### src/sv/pmss_pkg.sv
package pmss_pkg;

    localparam int unsigned COUNT_W  = 16;
    localparam int unsigned SHOWN_W  = 14;
    localparam int unsigned DIGIT_W  = 4;
    localparam int unsigned SEG_W    = 7;
    localparam int unsigned IN_TDATA_W  = 8;
    localparam int unsigned OUT_TDATA_W = 48;

    localparam logic [COUNT_W-1:0] START_COUNT_RESET = 16'd512;
    localparam logic [COUNT_W-1:0] DISPLAY_MAX       = 16'd9999;

    // reciprocals, exact for every value up to DISPLAY_MAX
    localparam logic [14:0] RECIP_1000 = 15'd16778;   // 2^24 / 1000, rounded up
    localparam int unsigned SHIFT_1000 = 24;
    localparam logic [13:0] RECIP_100  = 14'd10486;   // 2^20 / 100, rounded up
    localparam int unsigned SHIFT_100  = 20;
    localparam logic [13:0] RECIP_10   = 14'd13108;   // 2^17 / 10, rounded up
    localparam int unsigned SHIFT_10   = 17;

    typedef logic [SEG_W-1:0] seg_t;

    // segment a in bit 0 up to segment g in bit 6
    function automatic seg_t seg_encode(input logic [DIGIT_W-1:0] digit);
        seg_t code;
        case (digit)
            4'd0:    code = 7'h3F;
            4'd1:    code = 7'h06;
            4'd2:    code = 7'h5B;
            4'd3:    code = 7'h4F;
            4'd4:    code = 7'h66;
            4'd5:    code = 7'h6D;
            4'd6:    code = 7'h7D;
            4'd7:    code = 7'h07;
            4'd8:    code = 7'h7F;
            4'd9:    code = 7'h6F;
            default: code = 7'h00;
        endcase
        return code;
    endfunction

endpackage

### src/sv/period_meter_seven_segment.sv
// channel   direction  signals                     content
// s_axis    in         tvalid tready tdata[7:0]    one pulse level sample per transaction
// m_axis    out        tvalid tready tdata[47:0]   count, four segment codes, over-range
// cfg       in         valid ready data[15:0]      start_count preload
//
// one sample is taken every cycle while s_axis_tready is high; the edge detector
// and period counter update in the cycle of the transaction.
// after its closing edge, a measured period passes through the count register,
// the reciprocal multiply register and the digit and segment output register.
// reset puts the detector in the wait phase with the previous level taken as high.
// the three stages each hold a result; s_axis stalls only when all three are full
// and m_axis_tready is low.
module period_meter_seven_segment
(
    input  logic                               clk,
    input  logic                               rst_n,
    input  logic                               s_axis_tvalid,
    output logic                               s_axis_tready,
    input  logic [pmss_pkg::IN_TDATA_W-1:0]    s_axis_tdata,   // [0] pulse_level
    output logic                               m_axis_tvalid,
    input  logic                               m_axis_tready,
    // [15:0] period_count, [22:16] seg_units, [29:23] seg_tens,
    // [36:30] seg_hundreds, [43:37] seg_thousands, [44] over_range
    output logic [pmss_pkg::OUT_TDATA_W-1:0]   m_axis_tdata,
    input  logic                               cfg_valid,
    output logic                               cfg_ready,
    input  logic [pmss_pkg::COUNT_W-1:0]       cfg_data
);

    logic [pmss_pkg::COUNT_W-1:0] start_count_reg;
    logic                         phase_reg;
    logic                         phase_next;
    logic                         last_level_reg;
    logic [pmss_pkg::COUNT_W-1:0] tick_count_reg;
    logic [pmss_pkg::COUNT_W-1:0] tick_count_next;

    logic                         s1_valid_reg;
    logic                         s1_valid_next;
    logic [pmss_pkg::COUNT_W-1:0] s1_count_reg;

    logic                         s2_valid_reg;
    logic [pmss_pkg::COUNT_W-1:0] s2_count_reg;
    logic                         s2_over_reg;
    logic [pmss_pkg::SHOWN_W-1:0] s2_shown_reg;
    logic [3:0]                   s2_q1000_reg;
    logic [6:0]                   s2_q100_reg;
    logic [9:0]                   s2_q10_reg;

    logic                         s3_valid_reg;
    logic [pmss_pkg::OUT_TDATA_W-1:0] s3_data_reg;

    logic ready1, ready2, ready3;
    logic in_accept;
    logic level;
    logic edge_seen;
    logic [pmss_pkg::COUNT_W-1:0] count_inc;

    logic                         over_c;
    logic [pmss_pkg::SHOWN_W-1:0] shown_c;
    logic [28:0]                  prod1000;
    logic [27:0]                  prod100;
    logic [27:0]                  prod10;

    logic [3:0] dig_units, dig_tens, dig_hund;
    pmss_pkg::seg_t seg_units, seg_tens, seg_hund, seg_thou;

    // stage handshake: a stage takes new data when empty or when it drains
    assign ready3 = ~s3_valid_reg | m_axis_tready;
    assign ready2 = ~s2_valid_reg | ready3;
    assign ready1 = ~s1_valid_reg | ready2;

    assign s_axis_tready = ready1;
    assign in_accept     = s_axis_tvalid & s_axis_tready;
    assign cfg_ready     = 1'b1;

    assign m_axis_tvalid = s3_valid_reg;
    assign m_axis_tdata  = s3_data_reg;

    // edge detection and period counter
    assign level     = s_axis_tdata[0];
    assign edge_seen = level & ~last_level_reg;
    assign count_inc = tick_count_reg + 16'd1;

    always_comb
    begin
        phase_next      = phase_reg;
        tick_count_next = tick_count_reg;
        s1_valid_next   = s1_valid_reg & ~ready2;
        if (in_accept)
        begin
            s1_valid_next = 1'b0;
            if (!phase_reg)
            begin
                if (edge_seen)
                begin
                    tick_count_next = start_count_reg;
                    phase_next      = 1'b1;
                end
            end
            else
            begin
                tick_count_next = count_inc;
                if (edge_seen)
                begin
                    phase_next    = 1'b0;
                    s1_valid_next = 1'b1;
                end
            end
        end
    end

    always_ff @(posedge clk or negedge rst_n)
    begin
        if (!rst_n)
        begin
            start_count_reg <= pmss_pkg::START_COUNT_RESET;
            phase_reg       <= 1'b0;
            last_level_reg  <= 1'b1;
            tick_count_reg  <= '0;
            s1_valid_reg    <= 1'b0;
            s2_valid_reg    <= 1'b0;
            s3_valid_reg    <= 1'b0;
        end
        else
        begin
            if (cfg_valid && cfg_ready)
            begin
                start_count_reg <= cfg_data;
            end
            if (in_accept)
            begin
                last_level_reg <= level;
            end
            phase_reg      <= phase_next;
            tick_count_reg <= tick_count_next;
            s1_valid_reg   <= s1_valid_next;
            if (ready2)
            begin
                s2_valid_reg <= s1_valid_reg;
            end
            if (ready3)
            begin
                s3_valid_reg <= s2_valid_reg;
            end
        end
    end

    // stage 1 payload: the reported count
    always_ff @(posedge clk)
    begin
        if (in_accept && phase_reg && edge_seen)
        begin
            s1_count_reg <= count_inc;
        end
    end

    // stage 2: saturate and take quotients by reciprocal multiply
    assign over_c   = (s1_count_reg > pmss_pkg::DISPLAY_MAX);
    assign shown_c  = over_c ? pmss_pkg::DISPLAY_MAX[pmss_pkg::SHOWN_W-1:0]
                             : s1_count_reg[pmss_pkg::SHOWN_W-1:0];
    assign prod1000 = {15'd0, shown_c} * {14'd0, pmss_pkg::RECIP_1000};
    assign prod100  = {14'd0, shown_c} * {14'd0, pmss_pkg::RECIP_100};
    assign prod10   = {14'd0, shown_c} * {14'd0, pmss_pkg::RECIP_10};

    always_ff @(posedge clk)
    begin
        if (ready2 && s1_valid_reg)
        begin
            s2_count_reg <= s1_count_reg;
            s2_over_reg  <= over_c;
            s2_shown_reg <= shown_c;
            s2_q1000_reg <= prod1000[pmss_pkg::SHIFT_1000 +: 4];
            s2_q100_reg  <= prod100[pmss_pkg::SHIFT_100 +: 7];
            s2_q10_reg   <= prod10[pmss_pkg::SHIFT_10 +: 10];
        end
    end

    // stage 3: lower digits: a quotient minus ten times the next quotient, low bits only
    assign dig_units = s2_shown_reg[3:0]
                     - ({s2_q10_reg[0], 3'b000} + {s2_q10_reg[2:0], 1'b0});
    assign dig_tens  = s2_q10_reg[3:0]
                     - ({s2_q100_reg[0], 3'b000} + {s2_q100_reg[2:0], 1'b0});
    assign dig_hund  = s2_q100_reg[3:0]
                     - ({s2_q1000_reg[0], 3'b000} + {s2_q1000_reg[2:0], 1'b0});

    assign seg_units = pmss_pkg::seg_encode(dig_units);
    assign seg_tens  = pmss_pkg::seg_encode(dig_tens);
    assign seg_hund  = pmss_pkg::seg_encode(dig_hund);
    assign seg_thou  = pmss_pkg::seg_encode(s2_q1000_reg);

    always_ff @(posedge clk)
    begin
        if (ready3 && s2_valid_reg)
        begin
            s3_data_reg <= {3'b000, s2_over_reg, seg_thou, seg_hund, seg_tens, seg_units,
                            s2_count_reg};
        end
    end

endmodule

### config.mk
export PLATFORM = sky130hd
export DESIGN_NAME = period_meter_seven_segment
export DESIGN_NICKNAME = d
export VERILOG_FILES = /design/src/sv/pmss_pkg.sv /design/src/sv/period_meter_seven_segment.sv
export SDC_FILE = /design/constraint.sdc
export NUM_CORES = 1
export LEC_CHECK = 0
export ABC_AREA = 1
export BUFFER_PORTS_ARGS = -buffer_cell sky130_fd_sc_hd__buf_2
export CORE_ASPECT_RATIO = 1.4
export CORE_UTILIZATION = 35
export DETAILED_ROUTE_END_ITERATION = 7
export PLACE_DENSITY_LB_ADDON = 0.15
export RECOVER_POWER = 100
export SLEW_MARGIN = 30
export SYNTH_ARGS = -nofsm -noshare
export SYNTH_HDL_FRONTEND = slang
export SYNTH_SLANG_ARGS = --single-unit
### constraint.sdc
create_clock -name clk -period 6.9 [get_ports clk]
set_input_delay 1.38 -clock clk [delete_from_list [all_inputs] [get_ports clk]]
set_output_delay 1.38 -clock clk [all_outputs]
set_load 0.02 [all_outputs]
==> results of run 1 <==
-- how the worst max path moves through the flow --
stage | from | endpoint | slack [ps] | depth (start not counted)
floorplan | s1_count_reg[11] | s2_q100_reg[2] | 1440 | 27
global placement | s1_count_reg[6] | s2_q100_reg[2] | 760 | 26
detailed placement | s1_count_reg[6] | s2_q100_reg[2] | 780 | 26
CTS | s1_count_reg[6] | s2_q100_reg[2] | 750 | 26
global route | s1_count_reg[8] | s2_q10_reg[3] | 240 | 28
finish | s1_count_reg[8] | s2_q10_reg[2] | 720 | 25
-- layout by cell type (no fill, tap or decap), types with 3 or more instances in the layout --
master / instances
inv_6: 5
buf_2: 19
nand3_1: 34
nor2_2: 6
nor4_1: 6
nor2_1: 70
xnor2_1: 23
conb_1: 4
mux2_2: 4
o211ai_1: 6
a21o_1: 9
inv_8: 5
dfrtp_1: 35
nand2_1: 228
o21ai_0: 90
clkbuf_16: 17
ha_1: 217
fa_1: 107
clkbuf_1: 60
inv_1: 378
or2_2: 15
a211oi_1: 3
o21bai_1: 3
buf_4: 29
xor2_1: 42
edfxtp_1: 94
inv_2: 5
nor2_4: 5
a21oi_1: 60
nor3_1: 7
nand4_1: 6
o21ai_1: 3
-- per-stage QoR --
step	utilization (%)	cell area [sq um]	setup WS [ps]
finish	40.0	15000	716
global route	40.0	15000	235
CTS	40.2	15100	754
detailed placement	38.7	14600	784
global placement	38.7	14600	762
floorplan	-	13400	1440
-- power by group through the flow --
stage / clock [mW] / sequential [mW] / combinational, mW
floorplan: 0 / 1.22 / 2.80
global placement: 0 / 1.20 / 3.82
detailed placement: 0 / 1.20 / 3.85
CTS: 0.915 / 1.19 / 3.88
global route: 0.939 / 1.21 / 4.47
finish: 0.883 / 1.19 / 3.81
-- logic make-up (layout without fill, tap and decap cells) --
family | after synthesis | count (layout) | synth area share, %
compound gates | 183 | 183 | 7.43
xor+xnor | 65 | 65 | 4.25
fa+ha+maj | 324 | 324 | 36.3
buf+inv | 397 | 523 | 11.3
flops | 131 | 131 | 28.0
mux | 4 | 4 | 0.336
other cells | 2 | 4 | 0.0561
simple gates | 386 | 386 | 12.3
-- layer usage --
metal	share of wire, %	up-vias	global-route usage [%]
li1	-	4917	-
met1	38	4602	19.7
met2	54	170	36.5
met3	2.5	63	2.05
met4	4.9	0	8.80
met5	0	-	0
-- layout make-up --
| class | instances | area share (%) |
|---|---|---|
| multi-input combinational | 966 | 54.2 |
| timing repair buffer | 108 | 3.58 |
| tap | 473 | 3.94 |
| clock inverter | 14 | 0.882 |
| sequential | 131 | 25.0 |
| inverter | 383 | 9.56 |
| clock buffer | 18 | 2.92 |
-- synthesized netlist by cell type, types with 2 or more instances --
| cell type | number |
|---|---|
| inv_1 | 376 |
| nand2_1 | 227 |
| ha_1 | 217 |
| fa_1 | 107 |
| edfxtp_1 | 94 |
| o21ai_0 | 89 |
| nor2_1 | 70 |
| a21oi_1 | 61 |
| xor2_1 | 42 |
| dfrtp_1 | 35 |
| nand3_1 | 34 |
| xnor2_1 | 23 |
| or2_2 | 15 |
| a21o_1 | 9 |
| clkbuf_1 | 8 |
| nor3_1 | 8 |
| inv_2 | 7 |
| nand4_1 | 6 |
| nor2_2 | 6 |
| nor4_1 | 6 |
| o211ai_1 | 6 |
| nor2_4 | 5 |
| buf_4 | 4 |
| mux2_2 | 4 |
| a211oi_1 | 3 |
| o21ai_1 | 3 |
| o21bai_1 | 3 |
| a221oi_1 | 2 |
| conb_1 | 2 |
| dfstp_2 | 2 |
| o21a_1 | 2 |
| o21ai_2 | 2 |
| o22ai_1 | 2 |
| or2_1 | 2 |
==> impl_metrics.toml, run 1 <==
[die]
io_pins = 80
fp.dieH_um = 233
die_w_um = 167
rows = 84
core_area_sq_mm = 0.0376
start_util_pct = 35.6
die_area_sq_mm = 0.0391

[clock_network]
cts_setup_buffers = 0
root_buffer = "clkbuf_16"
clk_latency_ps = 420
cts_made_buffers = 17
cts_tree = "yes"
cts.path.max_buffers = 2
cts.clk_slew.worst_paths_ps = 60
cts_max_level = 4
cts.sinks = 131
holdBufCountCts = 0
cts_resized = 0

[critical_path]
reg2regPathDepth = 25
cp-end-kind = "flop"
critPathKind = "flop to flop"
r2r_setup_slack_ps = 720
cp_top_family = "adder cells"
cp_num_buf_inv = 6
r2r_end = "s2_q10_reg[2]"
worstPathArrival_ps = 6360
slowest_stage = "fa_1"
worstPathMaxFanout = 15
start_kind = "flop"
slowest_delay_ps = 550
r2r-start = "s1_count_reg[8]"
worstPathRequired_ps = 7070

[power_and_ir_drop]
clock_power_share_pct = 15.0
sw_frac_of_total_pct = 48.2
power_switching_mw = 2.84
power_density_mw_per_mm2 = 391
power_frac_seq_pct = 20.2
peakVddDrop_uv = 197
total_power_mw = 5.88
internal_power_mw = 3.04
cellLeakagePower_nw = 7.63
pwr-share-comb_pct = 64.8

[drt]
vias_per_cell = 4.66
drt-total-wl_um = 34500
drc_errors = 0
detail-route-antenna-nets = 0
vias = 9752
wl_per_cell_um = 16.5
dr.pass1.iters = 5
drt_iter0_drc = 322

[global_route]
overflow = 0
grt_max_degree = 46
grt_usage_pct = 18.7
grt_pass1_wl_um = 55000
antenna_found_initial = 0
first_global_vias = 10200

[synth]
synth-async-reset-ratio_pct = 28.2
ys_ff_latch = 131
synth_edf_count = 94
synth_cell_types = 44
yosys-top-cells-area = "edfxtp_1 21%, ha_1 20%, fa_1 16%"
ys_seq_area_share_pct = 28.0
yosysWarnings = 0
postSynthAreaPerCell_sq_um = 8.97
synth_top_area_share_pct = 21.1
syn_area_sq_mm = 0.0134
yosysTopAreaCell = "edfxtp_1"
synth_flop_cell = "edfxtp_1"
syn_inst = 1492

[timing]
fin_setup_tns_ps = 0
report.final.slew_viol_count = 118
min_period_over_period_pct = 89.6
setup_viol = 0
hold_viol = 0
fin_crit_ps = 6180
rsz0062_at_grt = "false"
worst_pin_slew_ps = 2540
fin_skew_ps = 12.4
whs_ps = 420
worst_slew_margin_rel_pct = -69.2
timing.fmax_mhz = 162

[status]
outcome = "finished with violations"
violations = "capacitance limit, slew limit"

[cells_and_area]
fin_cells = 2093
antennaDiodeCount = 0
multiInputGateArea_sq_mm = 0.00814
largest_reg_flops = 45
seq_area_sq_mm = 0.00375
fillers = 3827
drive_gt1_share_pct = 7.53
num-nets-final = 1960
syn_to_final_growth_pct = 12.3

[job]
drv_cap = 3

[worst_hold_path]
hp-class = "flop to flop"
worst_hold_path.endpoint = "m_axis_tdata[7]"
hold_depth = 0
hold_path.startpoint = "s2_count_reg[7]"

[placement]
dp.final_hpwl_um = 29300
port_buffers = 68
place_congestion = 0.962
dp.cells = 2061
Power figures use the tool's default switching activity.
==> inputs of run 2 (changes only) <==
--- a/config.mk
+++ b/config.mk
@@ -10,8 +10,7 @@
 export CORE_ASPECT_RATIO = 1.4
 export CORE_UTILIZATION = 35
 export DETAILED_ROUTE_END_ITERATION = 7
-export PLACE_DENSITY_LB_ADDON = 0.15
-export RECOVER_POWER = 100
+export RECOVER_POWER = 50
 export SLEW_MARGIN = 30
 export SYNTH_ARGS = -nofsm -noshare
 export SYNTH_HDL_FRONTEND = slang
==> run 2 against run 1 <==
The flow still finishes with violations (capacitance limit, slew limit). Combinational power hardly changed. Sequential share of layout area hardly changed. Global-route usage is 1.3 points lower. Cell count is 0.57% lower. Critical endpoint unchanged.
==> impl_metrics.toml, run 2 (synthesis results as in run 1) <==
[drt]
drc_errors = 0
vias_per_cell = 4.72
detail-route-antenna-nets = 0
wl_per_cell_um = 15.7
drt_iter0_drc = 386
drt-total-wl_um = 32800
vias = 9826
dr.pass1.iters = 5

[global_route]
first_global_vias = 9967
overflow = 0
antenna_found_initial = 0
grt_pass1_wl_um = 51400
grt_usage_pct = 17.4
grt_max_degree = 46

[timing]
rsz0062_at_grt = "false"
timing.fmax_mhz = 160
worst_slew_margin_rel_pct = -68.9
setup_ws_ps = 638
min_period_over_period_pct = 90.8
worst_pin_slew_ps = 2530
fin_crit_ps = 6260
setup_viol = 0
fin_skew_ps = 21.7
hold_viol = 0
report.final.slew_viol_count = 84
fin_setup_tns_ps = 0

[clock_network]
cts.path.max_buffers = 2
root_buffer = "clkbuf_16"
clk_latency_ps = 430
holdBufCountCts = 0
cts_tree = "yes"
cts.clk_slew.worst_paths_ps = 60
cts_max_level = 4
cts.sinks = 131
cts_resized = 0
cts_made_buffers = 17
cts_setup_buffers = 0

[critical_path]
critPathKind = "flop to flop"
start_kind = "flop"
worstPathRequired_ps = 7080
worstPathArrival_ps = 6440
worstPathMaxFanout = 15
cp-end-kind = "flop"

[die]
start_util_pct = 35.6
die_area_sq_mm = 0.0391
fp.dieH_um = 233
rows = 84
die_w_um = 167
io_pins = 80
core_area_sq_mm = 0.0376

[power_and_ir_drop]
power_frac_seq_pct = 20.3
total_power_mw = 5.86
clock_power_share_pct = 15.2
internal_power_mw = 3.04
cellLeakagePower_nw = 7.74
power_density_mw_per_mm2 = 389
peakVddDrop_uv = 199
sw_frac_of_total_pct = 48.2
pwr-share-comb_pct = 64.5
power_switching_mw = 2.82

[worst_hold_path]
hp-class = "flop to flop"

[status]
violations = "capacitance limit, slew limit"
outcome = "finished with violations"

[placement]
post_dp_cell_area_sq_mm = 0.0145
post-place-ws_ps = 758
place_congestion = 0.982
dp.final_hpwl_um = 28200
port_buffers = 68

[job]
drv_cap = 2

[cells_and_area]
layout_commonest_cell = "inv_1"
design_area_sq_mm = 0.0151
drive_gt1_share_pct = 10.4
fillers = 3787
num-nets-final = 1948
antennaDiodeCount = 0
largest_reg_flops = 45
syn_to_final_growth_pct = 12.5
layout_common_cells = "377 x inv_1, 227 x nand2_1, 217 x ha_1"
-- run 2: stage by stage --
step / hold WS, ps / util [%] / cells
3_5_place_dp: 405 / 38.5 / 2049
5_1_grt: 430 / 40.0 / 2081
3_3_place_gp: 404 / 38.5 / 2049
4_1_cts: 416 / 40.1 / 2081
6_report: 418 / 40.0 / 2081
2_1_floorplan: 400 / - / 1494
-- run 2: metal layers --
metal,track usage (%),part of all wire (%)
met1,18.3,38
met2,33.2,53
met3,2.08,3.0
met4,9.95,5.4
met5,0,0
-- run 2: cell type report --
cell class | instances | area (sq um) | share of cell area, %
well taps | 473 | 592 | 3.93
multi-input cells | 966 | 8160 | 54.1
inverters | 383 | 1440 | 9.54
flip-flops and latches | 131 | 3750 | 24.9
clock inverters | 13 | 125 | 0.831
clock buffers | 19 | 464 | 3.08
repair buffers | 96 | 537 | 3.56
-- run 2: worst paths after layout --
path	slack, ps	end	cells after the start	start
worst min-delay path	420	m_axis_tdata[7]	0	s2_count_reg[7]
worst min register to register	420	m_axis_tdata[7]	0	s2_count_reg[7]
min in group asynchronous	1500	start_count_reg[15]	1	rst_n
worst max-delay path	640	s2_q10_reg[2]	23	s1_count_reg[11]
max in group asynchronous	4250	tick_count_reg[4]	1	rst_n
worst max register to register	640	s2_q10_reg[2]	23	s1_count_reg[11]
-- run 2: power by group through the flow --
stage / Sequential [mW] / Combinational (mW) / Clock [mW]
after floorplan: 1.22 / 2.80 / 0
after global placement: 1.20 / 3.75 / 0
after detailed placement: 1.20 / 3.79 / 0
after CTS: 1.19 / 3.82 / 0.912
after global routing: 1.21 / 4.38 / 0.946
final: 1.19 / 3.78 / 0.892
-- run 2: critical path, stage by stage (launching register included) --
cell and delay, ps:
edfxtp_1 540, inv_1 260, nand2_1 130, nor2_1 100
nand3_1 140, nand2_4 290, inv_2 160, nand2_1 310
ha_1 380, xor2_1 180, inv_1 100, ha_1 180
or2_2 330, fa_1 520, inv_1 50, fa_1 520
fa_1 550, inv_1 40, ha_1 330, a21o_1 190
a21o_1 160, a221oi_1 330, a21o_1 170, nand2_1 40
